--- config.mk ---
export PLATFORM = sky130hd
export DESIGN_NAME = sorted_deadline_timer_queue_unit
export DESIGN_NICKNAME = d
export VERILOG_FILES = /design/src/sv/sdtq_pkg.sv /design/src/sv/sorted_deadline_timer_queue_unit.sv /design/src/sv/sdtq_cell.sv
export SDC_FILE = /design/constraint.sdc
export NUM_CORES = 2
export LEC_CHECK = 0
export ABC_CLOCK_PERIOD_IN_PS = 10000
export BUFFER_PORTS_ARGS = -buffer_cell sky130_fd_sc_hd__buf_2
export CAP_MARGIN = 20
export CORE_MARGIN = 2
export CORE_UTILIZATION = 50
export DETAILED_ROUTE_END_ITERATION = 10
export PLACE_DENSITY_LB_ADDON = 0.15
export RECOVER_POWER = 50
export SLEW_MARGIN = 20
export SYNTH_ARGS = -nofsm -noshare
export SYNTH_HDL_FRONTEND = slang
export SYNTH_SLANG_ARGS = --single-unit
--- constraint.sdc ---
create_clock -name clock -period 10 [get_ports clock]
set_input_delay 1.5 -clock clock [delete_from_list [all_inputs] [get_ports clock]]
set_output_delay 1.5 -clock clock [all_outputs]
set_load 0.05 [all_outputs]
--- src/sv/sdtq_pkg.sv ---
// shared widths, codes and types of the sorted deadline timer queue
package sdtq_pkg;

   localparam int MAX_TIMERS = 16;
   localparam int RESULT_CAP = 16;
   localparam int CNT_W      = $clog2(RESULT_CAP);
   localparam int ID_W       = 10;
   localparam int DL_W       = 32;
   localparam int REQ_W      = 2;
   localparam int STATUS_W   = 3;
   localparam int REQ_DATA_W = 80;
   localparam int RSP_DATA_W = 16;

   localparam logic [REQ_W-1:0] REQ_ADD    = 2'd0;
   localparam logic [REQ_W-1:0] REQ_ADJUST = 2'd1;
   localparam logic [REQ_W-1:0] REQ_DELETE = 2'd2;
   localparam logic [REQ_W-1:0] REQ_TICK   = 2'd3;

   localparam logic [STATUS_W-1:0] ST_DONE      = 3'd0;
   localparam logic [STATUS_W-1:0] ST_EXPIRED   = 3'd1;
   localparam logic [STATUS_W-1:0] ST_FULL      = 3'd2;
   localparam logic [STATUS_W-1:0] ST_NOT_FOUND = 3'd3;
   localparam logic [STATUS_W-1:0] ST_NONE_DUE  = 3'd4;
   localparam logic [STATUS_W-1:0] ST_DUPLICATE = 3'd5;

   localparam logic [1:0] CELL_HOLD   = 2'd0;
   localparam logic [1:0] CELL_INSERT = 2'd1;
   localparam logic [1:0] CELL_SHIFT  = 2'd2;

   typedef struct packed {
      logic            valid;
      logic [ID_W-1:0] id;
      logic [DL_W-1:0] dl;
   } cell_data_type;

   typedef struct packed {
      logic [1:0]      op;
      logic [ID_W-1:0] key_id;
      logic [DL_W-1:0] key_dl;
   } cell_cmd_type;

endpackage

--- src/sv/sorted_deadline_timer_queue_unit.sv ---
// sorted deadline timer queue: top level with control sequencer and cell chain
// add, delete and not-found answers are registered from the find state, adjust from the insert state
// tick: results leave the tick state, one expired result per cycle while the output register is free
// an item passes idle, find and, for adjust, insert; a tick stays in the tick state until its last result
// output register lets the next request in while a result waits
// synchronous reset empties every cell and the output register
module sorted_deadline_timer_queue_unit #(
   parameter int MAX_TIMERS = sdtq_pkg::MAX_TIMERS
) (
   input  logic                            clock,
   input  logic                            reset,
   input  logic                            req_tvalid,
   output logic                            req_tready,
   input  logic [sdtq_pkg::REQ_DATA_W-1:0] req_tdata,  // timer_id, deadline, now, zero pad
   input  logic [sdtq_pkg::REQ_W-1:0]      req_tuser,  // req_type
   output logic                            rsp_tvalid,
   input  logic                            rsp_tready,
   output logic [sdtq_pkg::RSP_DATA_W-1:0] rsp_tdata,  // out_id, zero pad
   output logic [sdtq_pkg::STATUS_W-1:0]   rsp_tuser,  // status
   output logic                            rsp_tlast
);

   localparam logic [1:0] S_IDLE   = 2'd0;
   localparam logic [1:0] S_FIND   = 2'd1;
   localparam logic [1:0] S_INSERT = 2'd2;
   localparam logic [1:0] S_TICK   = 2'd3;

   localparam int ID_W  = sdtq_pkg::ID_W;
   localparam int DL_W  = sdtq_pkg::DL_W;
   localparam int CNT_W = sdtq_pkg::CNT_W;

   logic [1:0]                    state_ff, state_in;
   logic [sdtq_pkg::REQ_W-1:0]    op_ff, op_in;
   logic [ID_W-1:0]               id_ff, id_in;
   logic [DL_W-1:0]               dl_ff, dl_in;
   logic [DL_W-1:0]               now_ff, now_in;
   logic [CNT_W-1:0]              cnt_ff, cnt_in;

   logic                          rsp_valid_ff, rsp_valid_in;
   logic [ID_W-1:0]               rsp_id_ff, rsp_id_in;
   logic [sdtq_pkg::STATUS_W-1:0] rsp_status_ff, rsp_status_in;
   logic                          rsp_last_ff, rsp_last_in;

   logic                          out_free;
   logic                          emit;
   logic [1:0]                    cell_op;
   logic                          pop;
   logic                          any_match;
   logic                          full;
   logic                          head_last;

   sdtq_pkg::cell_cmd_type        cmd;
   sdtq_pkg::cell_data_type       cell_data [MAX_TIMERS];
   logic [MAX_TIMERS-1:0]         cell_le;
   logic [MAX_TIMERS-1:0]         cell_match;
   logic [MAX_TIMERS:0]           hit_chain;

   assign cmd.op     = cell_op;
   assign cmd.key_id = id_ff;
   assign cmd.key_dl = (state_ff == S_TICK) ? now_ff : dl_ff;
   assign hit_chain[0] = pop;

   for (genvar g = 0; g < MAX_TIMERS; g++) begin : g_cell
      sdtq_pkg::cell_data_type left_d, right_d;
      logic                    left_le_w;
      if (g == 0) begin : g_head
         assign left_d    = '0;
         assign left_le_w = 1'b1;
      end else begin : g_body
         assign left_d    = cell_data[g-1];
         assign left_le_w = cell_le[g-1];
      end
      if (g == MAX_TIMERS - 1) begin : g_tail
         assign right_d = '0;
      end else begin : g_inner
         assign right_d = cell_data[g+1];
      end
      sdtq_cell u_cell (
         .clock      (clock),
         .reset      (reset),
         .cmd        (cmd),
         .left_data  (left_d),
         .left_le    (left_le_w),
         .right_data (right_d),
         .hit_in     (hit_chain[g]),
         .data       (cell_data[g]),
         .le         (cell_le[g]),
         .hit_out    (hit_chain[g+1]),
         .match      (cell_match[g])
      );
   end

   assign any_match = |cell_match;
   assign full      = cell_data[MAX_TIMERS-1].valid;
   assign out_free  = !rsp_valid_ff || rsp_tready;
   assign head_last = (cnt_ff == CNT_W'(sdtq_pkg::RESULT_CAP - 1)) || !cell_le[1];

   always_comb begin
      state_in      = state_ff;
      op_in         = op_ff;
      id_in         = id_ff;
      dl_in         = dl_ff;
      now_in        = now_ff;
      cnt_in        = cnt_ff;
      req_tready    = 1'b0;
      emit          = 1'b0;
      cell_op       = sdtq_pkg::CELL_HOLD;
      pop           = 1'b0;
      rsp_id_in     = id_ff;
      rsp_status_in = sdtq_pkg::ST_DONE;
      rsp_last_in   = 1'b1;
      case (state_ff)
         S_IDLE: begin
            req_tready = 1'b1;
            if (req_tvalid) begin
               op_in    = req_tuser;
               id_in    = req_tdata[ID_W-1:0];
               dl_in    = req_tdata[ID_W+DL_W-1:ID_W];
               now_in   = req_tdata[ID_W+2*DL_W-1:ID_W+DL_W];
               cnt_in   = '0;
               state_in = (req_tuser == sdtq_pkg::REQ_TICK) ? S_TICK : S_FIND;
            end
         end
         S_FIND: begin
            if (out_free) begin
               emit     = 1'b1;
               state_in = S_IDLE;
               case (op_ff)
                  sdtq_pkg::REQ_ADD: begin
                     if (any_match) begin
                        rsp_status_in = sdtq_pkg::ST_DUPLICATE;
                     end else if (full) begin
                        rsp_status_in = sdtq_pkg::ST_FULL;
                     end else begin
                        cell_op = sdtq_pkg::CELL_INSERT;
                     end
                  end
                  sdtq_pkg::REQ_ADJUST: begin
                     if (any_match) begin
                        cell_op  = sdtq_pkg::CELL_SHIFT;
                        emit     = 1'b0;
                        state_in = S_INSERT;
                     end else begin
                        rsp_status_in = sdtq_pkg::ST_NOT_FOUND;
                     end
                  end
                  sdtq_pkg::REQ_DELETE: begin
                     if (any_match) begin
                        cell_op = sdtq_pkg::CELL_SHIFT;
                     end else begin
                        rsp_status_in = sdtq_pkg::ST_NOT_FOUND;
                     end
                  end
                  default: begin
                     emit = 1'b0;
                  end
               endcase
            end
         end
         S_INSERT: begin
            if (out_free) begin
               cell_op  = sdtq_pkg::CELL_INSERT;
               emit     = 1'b1;
               state_in = S_IDLE;
            end
         end
         S_TICK: begin
            if (out_free) begin
               emit = 1'b1;
               if (cell_le[0]) begin
                  cell_op       = sdtq_pkg::CELL_SHIFT;
                  pop           = 1'b1;
                  rsp_id_in     = cell_data[0].id;
                  rsp_status_in = sdtq_pkg::ST_EXPIRED;
                  rsp_last_in   = head_last;
                  cnt_in        = cnt_ff + 1'b1;
                  if (head_last) begin
                     state_in = S_IDLE;
                  end
               end else begin
                  rsp_id_in     = '0;
                  rsp_status_in = sdtq_pkg::ST_NONE_DUE;
                  state_in      = S_IDLE;
               end
            end
         end
         default: begin
            state_in = S_IDLE;
         end
      endcase
   end

   always_comb begin
      rsp_valid_in = rsp_valid_ff;
      if (emit) begin
         rsp_valid_in = 1'b1;
      end else if (rsp_tready) begin
         rsp_valid_in = 1'b0;
      end
   end

   always_ff @(posedge clock) begin
      if (reset) begin
         state_ff     <= S_IDLE;
         rsp_valid_ff <= 1'b0;
      end else begin
         state_ff     <= state_in;
         rsp_valid_ff <= rsp_valid_in;
      end
      op_ff  <= op_in;
      id_ff  <= id_in;
      dl_ff  <= dl_in;
      now_ff <= now_in;
      cnt_ff <= cnt_in;
      if (emit) begin
         rsp_id_ff     <= rsp_id_in;
         rsp_status_ff <= rsp_status_in;
         rsp_last_ff   <= rsp_last_in;
      end
   end

   assign rsp_tvalid = rsp_valid_ff;
   assign rsp_tdata  = {{(sdtq_pkg::RSP_DATA_W - ID_W){1'b0}}, rsp_id_ff};
   assign rsp_tuser  = rsp_status_ff;
   assign rsp_tlast  = rsp_last_ff;

endmodule

--- src/sv/sdtq_cell.sv ---
// one slot of the sorted timer chain
module sdtq_cell (
   input  logic                  clock,
   input  logic                  reset,
   input  sdtq_pkg::cell_cmd_type  cmd,
   input  sdtq_pkg::cell_data_type left_data,
   input  logic                  left_le,
   input  sdtq_pkg::cell_data_type right_data,
   input  logic                  hit_in,
   output sdtq_pkg::cell_data_type data,
   output logic                  le,
   output logic                  hit_out,
   output logic                  match
);

   logic                      valid_ff, valid_in;
   logic [sdtq_pkg::ID_W-1:0] id_ff, id_in;
   logic [sdtq_pkg::DL_W-1:0] dl_ff, dl_in;

   assign data    = '{valid: valid_ff, id: id_ff, dl: dl_ff};
   assign le      = valid_ff && (dl_ff <= cmd.key_dl);
   assign match   = valid_ff && (id_ff == cmd.key_id);
   assign hit_out = hit_in | match;

   always_comb begin
      valid_in = valid_ff;
      id_in    = id_ff;
      dl_in    = dl_ff;
      case (cmd.op)
         sdtq_pkg::CELL_INSERT: begin
            if (!le) begin
               if (left_le) begin
                  valid_in = 1'b1;
                  id_in    = cmd.key_id;
                  dl_in    = cmd.key_dl;
               end else begin
                  valid_in = left_data.valid;
                  id_in    = left_data.id;
                  dl_in    = left_data.dl;
               end
            end
         end
         sdtq_pkg::CELL_SHIFT: begin
            if (hit_out) begin
               valid_in = right_data.valid;
               id_in    = right_data.id;
               dl_in    = right_data.dl;
            end
         end
         default: begin
         end
      endcase
   end

   always_ff @(posedge clock) begin
      if (reset) begin
         valid_ff <= 1'b0;
      end else begin
         valid_ff <= valid_in;
      end
      id_ff <= id_in;
      dl_ff <= dl_in;
   end

endmodule

Yosys cells after proc, flatten, opt, wreduce, memory -nomap -nowiden
Index checks and enable logic that the tools add are counted.
{"block": "op_classes", "bitwise": 16, "n_mux": 234, "n_reduce_logical": 65, "add_sub_neg": 1, "n_lt_le_gt_ge": 16, "eq_ne": 63}
{"cell": "$mux W32", "count": 48}
{"cell": "$pmux W32 S2", "count": 16}
{"cell": "$le A32 B32 Y1", "count": 16}
{"cell": "$mux W10", "count": 50}
{"cell": "$pmux W10 S2", "count": 16}
{"cell": "$eq A10 B10 Y1", "count": 16}
{"cell": "$mux W1", "count": 59}
{"cell": "$reduce_and A3 Y1", "count": 17}
{"cell": "$ne A2 B2 Y1 const B", "count": 20}
{"cell": "$pmux W1 S2", "count": 18}
{"cell": "$ne A2 B1 Y1 const B", "count": 17}
{"cell": "$logic_and A1 B1 Y1", "count": 32}
{"cell": "$mux W2", "count": 14}
{"cell": "$or A1 B1 Y1", "count": 16}
{"cell": "$reduce_or A16 Y1", "count": 1}
{"cell": "$mux W3", "count": 4}
{"cell": "$mux W4", "count": 3}
{"cell": "$pmux W3 S2", "count": 2}
{"cell": "$eq A2 B2 Y1 const B", "count": 5}
{"cell": "$pmux W2 S4", "count": 1}
{"cell": "$pmux W4 S2", "count": 1}
{"cell": "$eq A2 B1 Y1 const B", "count": 3}
{"cell": "$pmux W2 S3", "count": 1}
{"cell": "$reduce_bool A2 Y1", "count": 3}
{"cell": "11 further kinds", "count": 16}
{"block": "word_totals", "inputBits": 86, "reg_bits": 785}

Logic depth before layout (Yosys ltp)
{"block": "depth", "word_depth": 25, "depth_mapped": 26, "depth_no_buf": 19}

By module
Synthesis repeated with hierarchy kept, for this count alone.
{"block": "unflattened", "cells_unflattened": 5411, "area_unflattened_um2": 54105.6}
{"mod": "sdtq_cell", "instances": 16, "cells_each": 323, "area_each_um2": 3139.3}
{"mod": "sorted_deadline_timer_queue_unit", "instances": 1, "cells_each": 243, "area_each_um2": 3877.5}

Worst setup path after synthesis
Ideal clock, no wire load.
{"block": "synth_path", "path_type": "register -> register", "start": "reg state_ff[0]", "end": "reg g_cell[9].u_cell.dl_ff[0] (netlist bit) (enable)", "setup_time_ns": 0.505, "path_buffers": 6, "arrival_time_ns": 7.792, "stages_incl_launch_ff": 24, "t_required_ns": 9.495, "slack_ns": 1.703, "period_less_slack_ns": 8.297, "cell_sequence": "dfxtp_1 buf_6 and2_1 clkbuf_1 clkbuf_1 mux2_2 inv_1 ha_1 nand4_2 or4_4 a211oi_2 o21ai_2 nand2_1 buf_4 buf_4 nor2_1 a21o_1 ha_1 clkbuf_1 o31ai_1 or2_1 nand2b_2 nor3_4 a211oi_1"}
{"block": "synth_between", "elab_chain_len": 19, "word_cells_on_any_way": 30, "classes_between": "order compare: 2; eq/ne: 7; mux: 7; bitwise: 10; reduce/logical: 4"}
{"element": "start, declared", "line_no": "sorted_deadline_timer_queue_unit.sv:32", "rtl": "logic [1:0] state_ff, state_in;"}
{"element": "start signal, assigned", "line_no": "sorted_deadline_timer_queue_unit.sv:207", "rtl": "state_ff <= state_in;"}
{"element": "$eq A2 B2 Y1", "line_no": "sorted_deadline_timer_queue_unit.sv:60, sorted_deadline_timer_queue_unit.sv:112"}
{"element": "$mux W32", "line_no": "sorted_deadline_timer_queue_unit.sv:60", "rtl": "assign cmd.key_dl = (state_ff == S_TICK) ? now_ff : dl_ff;"}
{"element": "$le A32 B32 Y1", "line_no": "sdtq_cell.sv:21", "rtl": "assign le = valid_ff && (dl_ff <= cmd.key_dl);"}
{"element": "$logic_and A1 B1 Y1", "line_no": "sdtq_cell.sv:21"}
{"element": "$mux W1", "line_no": "sorted_deadline_timer_queue_unit.sv:170", "rtl": "if (cell_le[0]) begin"}
{"element": "$mux W1", "line_no": "sorted_deadline_timer_queue_unit.sv:168", "rtl": "if (out_free) begin"}
{"element": "$mux W1", "line_no": "sorted_deadline_timer_queue_unit.sv:112", "rtl": "case (state_ff)"}
{"element": "$or A1 B1 Y1 (10 in a row)", "line_no": "sdtq_cell.sv:23", "rtl": "assign hit_out = hit_in | match;"}
{"element": "$ne A2 B1 Y1 (no line)"}
{"element": "$reduce_and A3 Y1 (no line) (*)"}
{"element": "end signal, assigned", "line_no": "sdtq_cell.sv:62", "rtl": "dl_ff <= dl_in;"}
{"element": "end, declared", "line_no": "sdtq_cell.sv:18", "rtl": "logic [sdtq_pkg::DL_W-1:0] dl_ff, dl_in;"}
Mark *: on every way between the ends. The rest lies on a longest branch, timed or not.
A chain may end at the register's enable or synchronous reset.

Worst setup path after layout
{"block": "layout_path", "start": "reg state_ff[0]", "end": "reg g_cell[3].u_cell.dl_ff[12] (netlist bit) (enable)"}
{"block": "layout_between", "elab_chain_len": 13, "word_cells_on_any_way": 24, "classes_between": "order compare: 2; eq/ne: 7; mux: 7; bitwise: 4; reduce/logical: 4"}
{"element": "$eq A2 B2 Y1", "line_no": "sorted_deadline_timer_queue_unit.sv:60, sorted_deadline_timer_queue_unit.sv:112"}
{"element": "$mux W32", "line_no": "sorted_deadline_timer_queue_unit.sv:60"}
{"element": "$le A32 B32 Y1", "line_no": "sdtq_cell.sv:21"}
{"element": "$logic_and A1 B1 Y1", "line_no": "sdtq_cell.sv:21"}
{"element": "$mux W1", "line_no": "sorted_deadline_timer_queue_unit.sv:170"}
{"element": "$mux W1", "line_no": "sorted_deadline_timer_queue_unit.sv:168"}
{"element": "$mux W1", "line_no": "sorted_deadline_timer_queue_unit.sv:112"}
{"element": "$or A1 B1 Y1 (4 in a row)", "line_no": "sdtq_cell.sv:23"}
{"element": "$ne A2 B1 Y1 (no line)"}
{"element": "$reduce_and A3 Y1 (no line) (*)"}
{"element": "end signal, assigned", "line_no": "sdtq_cell.sv:62"}
{"element": "end, declared", "line_no": "sdtq_cell.sv:18"}
Marks and branches as above.

==> reports/qor.csv <==
stage,metric,value,unit
clocking,cts.clk_slew.worst_paths,0.06,ns
cells_and_area,layout-area-overhead-vs-synth,8.63,%
power_and_ir_drop,p_leak,21.5,nW
power_and_ir_drop,vdd_drop_max,0.148,mV
critical_path,startpoint_type,register,
drt,drc,0,
critical_path,cp_top_family,simple AND/OR/NAND/NOR gates,
power_and_ir_drop,total_power,9.39,mW
critical_path,crit_fanout,29,
clocking,clk_path_buf_depth,3,
die,row_count,118,
cells_and_area,n_antenna_cell,0,
flow_run,max_cap_viol_count,5,
sta,finalHoldViolCount,0,
sta,fmax,119,MHz
logic_synthesis,ys.flop_type,edfxtp_1,
logic_synthesis,synth_top_area_share,0.441,
drt,vias_per_cell,6.03,
sta,period_share,0.840,
drt,wl,145,mm
cells_and_area,nets,5571,
power_and_ir_drop,power_switching,2.74,mW
sta,tightest_slew,3.20,ns
drt,drt-wirelength-per-cell,22.5,um
cells_and_area,drive_gt1_frac,0.0876,
placement,dpl_worst_slack,2.39,ns
logic_synthesis,seq_area_frac_synth,0.448,
logic_synthesis,synth_area_leader_cell,edfxtp_1,
cells_and_area,post-route-util,0.547,
die,fp.dieArea,107000,um^2
drt,drt_iter0_drc,3564,
power_and_ir_drop,p_comb_frac,0.185,
cells_and_area,finalNonFillerCells,6436,
power_and_ir_drop,pwr-share-seq,0.462,
placement,dpl.hpwl,108,mm
drt,drt_pass1_iterations,6,
critical_path,required,10.35,ns
die,die-height,327,um
logic_synthesis,synth_area_leaders,"edfxtp_1 (44%), ha_1 (12%), mux2i_1 (9.9%)",
logic_synthesis,synth.distinct_cells,97,
drt,wl_met3,8.95,mm
sta,max_slew_margin,-1.13,
die,ioPinCount,108,
critical_path,crit_buf_inv,3,
power_and_ir_drop,p_int,6.65,mW
power_and_ir_drop,swShare,0.292,
drt,top_layer,met4,
sta,whs,0.563,ns
placement,port_buffers,95,
global_routing,antenna_found_initial,0,
drt,wl_met1,68.5,mm
critical_path,critical_path_arrival,8.76,ns
sta,setup_viol,0,
sta,fin_skew,0.0206,ns
sta,worst_slack,1.60,ns
clocking,h-tree-depth,3,
critical_path,crit_type,reg2reg,
placement,placed_area,53800,um^2
global_routing,grt_first_pass_wirelength,223,mm
logic_synthesis,yosys_warnings,0,
logic_synthesis,synthArstFlopShare,0,
global_routing,grt_max_degree,211,
hold_path,hold_class,reg2reg,
logic_synthesis,syn_inst,5007,
clocking,postCtsSetupBuffers,0,
run_status,failed_checks,"max-capacitance violations, max-slew violations",
power_and_ir_drop,power.share.clock,0.353,
critical_path,crit_slowest_cell,nor3_1,
drt,vias,38779,
critical_path,endpoint_kind,register,
logic_synthesis,netlist_area,52100,um^2
logic_synthesis,syn-mean-instance-area,10.4,um^2
clocking,numCtsBuffers,91,
logic_synthesis,synth_edf_count,766,
global_routing,overflow,0,
clocking,cts_resized,0,
sta,rsz0062_at_grt,false,
sta,fin_crit,8.40,ns
sta,slew_viol_final,153,
cells_and_area,stdcell_area,56600,um^2
global_routing,first_global_vias,37603,
clocking,cts.sinks,785,
drt,dr_wl_met2,62.7,mm
die,fp.dieW,327,um
critical_path,max_stage_delay,1.50,ns
die,start_util,0.504,
critical_path,worstPathCellList,nand2_1 > mux2_1 > inv_1 > ha_1 > a21oi_1 > o21ai_0 > a211oi_1 > a211oi_1 > o21ai_0 > nand2_4 > nor2_1 > a21oi_1 > ha_1 > inv_1 > nor2_1 > nor3_1 > buf_12,
logic_synthesis,synth_seq_cells,785,
sta,tns,0,ns
clocking,tritoncts,yes,
clocking,clkLatencyLatePin,0.67,ns
placement,gp_congestion,0.957,
run_status,outcome,finished with violations,
power_and_ir_drop,power_density,166,nW/um^2
drt,ant_nets,0,
die,core-area,103000,um^2
global_routing,grt.total_usage,0.267,
placement,dp.cells,6267,
clocking,cts-root-buf,clkbuf_16,
clocking,hold_buffers,0,
==> flip-flops by register name, indices dropped and copies added, names as in the netlist <==
signal                  flops
cnt_ff                      4
dl_ff                      32
g_cell.u_cell.dl_ff       512
g_cell.u_cell.id_ff       160
g_cell.u_cell.valid_ff     16
id_ff                      10
now_ff                     32
op_ff                       2
rsp_id_ff                  10
rsp_tlast                   1
rsp_tuser                   3
rsp_tvalid                  1
state_ff                    2
==> cell usage after synthesis (11+ instances only) <==
cell / instances
nand2b_1: 13
a221oi_1: 15
nand4_1: 129
nor4_1: 16
o21ai_1: 206
dfxtp_1: 19
o21ai_0: 531
xor2_1: 11
inv_1: 99
or3_1: 15
nor2_1: 133
buf_4: 58
a211oi_1: 65
a31o_2: 11
a21o_1: 56
o21a_1: 15
nor3_1: 64
and3_1: 14
mux2_2: 77
nor2b_1: 24
a31oi_1: 11
xnor2_1: 164
edfxtp_1: 766
clkbuf_1: 216
nand2_1: 752
mux2i_1: 518
nand3_1: 89
a21oi_1: 193
ha_1: 503
o211ai_1: 12
buf_2: 36
==> cell families after synthesis <==
| group | count (synthesis) | share of synthesized area |
|---|---|---|
| and+or+nand+nor | 1297 | 0.111 |
| other | 1 | 0.0000719 |
| muxes | 596 | 0.116 |
| adders and majority gates | 508 | 0.122 |
| AOI/OAI and AO/OA | 1223 | 0.135 |
| buffers and inverters | 422 | 0.0375 |
| DFF | 785 | 0.448 |
| xor gates and xnor gates | 175 | 0.0294 |
==> final timing paths <==
check | start | endpoint | slack [ns] | depth (start not counted)
worst max-delay path | state_ff[0] | g_cell[3].u_cell.dl_ff[12] | 1.60 | 17
worst min register to register | g_cell[1].u_cell.valid_ff | g_cell[1].u_cell.valid_ff | 0.56 | 2
worst max register to register | state_ff[0] | g_cell[3].u_cell.dl_ff[12] | 1.60 | 17
worst min-delay path | g_cell[1].u_cell.valid_ff | g_cell[1].u_cell.valid_ff | 0.56 | 2
==> power by group through the flow <==
stage	Sequential [mW]	Clock (mW)	Combinational, mW
floorplan	4.31	0	1.24
detailed placement	4.40	0	1.73
finish	4.34	3.32	1.74
CTS	4.33	3.37	1.74
global placement	4.39	0	1.68
global route	4.38	3.49	1.94
==> worst min-delay path: stages, from the launching register on <==
cell and delay, ns:
dfxtp_1 0.36, o21ai_0 0.09, a21oi_1 0.06
==> area by class of cell <==
type,instances,area (um^2)
clock buffers,115,2440
clock inverters,52,452
fillers,9133,46900
inverters,99,372
multi-input cells,3805,27000
flip-flops and latches,785,23400
well taps,1380,1730
repair buffers,200,1270
==> cell usage in the layout, fill, tap and decap left out, drive strengths merged, types with 11 or more instances in the layout <==
master / instances
edfxtp: 766
nand2: 754
o21ai: 741
mux2i: 518
ha: 503
a21oi: 193
buf: 173
xnor2: 164
clkbuf: 142
nor2: 136
nand4: 130
inv: 101
nand3: 90
mux2: 78
nor3: 67
a211oi: 66
a21o: 56
clkinv: 39
nor2b: 24
dfxtp: 19
a221oi: 18
nor4: 17
or3: 15
o21a: 15
and3: 14
nand2b: 14
o211ai: 12
a31o: 12
xor2: 11
a31oi: 11
a2111oi: 11
==> layer usage <==
| layer | up-vias | global-route usage |
|---|---|---|
| met1 | 18691 | 0.395 |
| met5 | - | 0 |
| met4 | 0 | 0.0868 |
| met2 | 1190 | 0.404 |
| li1 | 18683 | - |
| met3 | 215 | 0.0348 |
No activity file was read; power rests on OpenSTA's default activity.
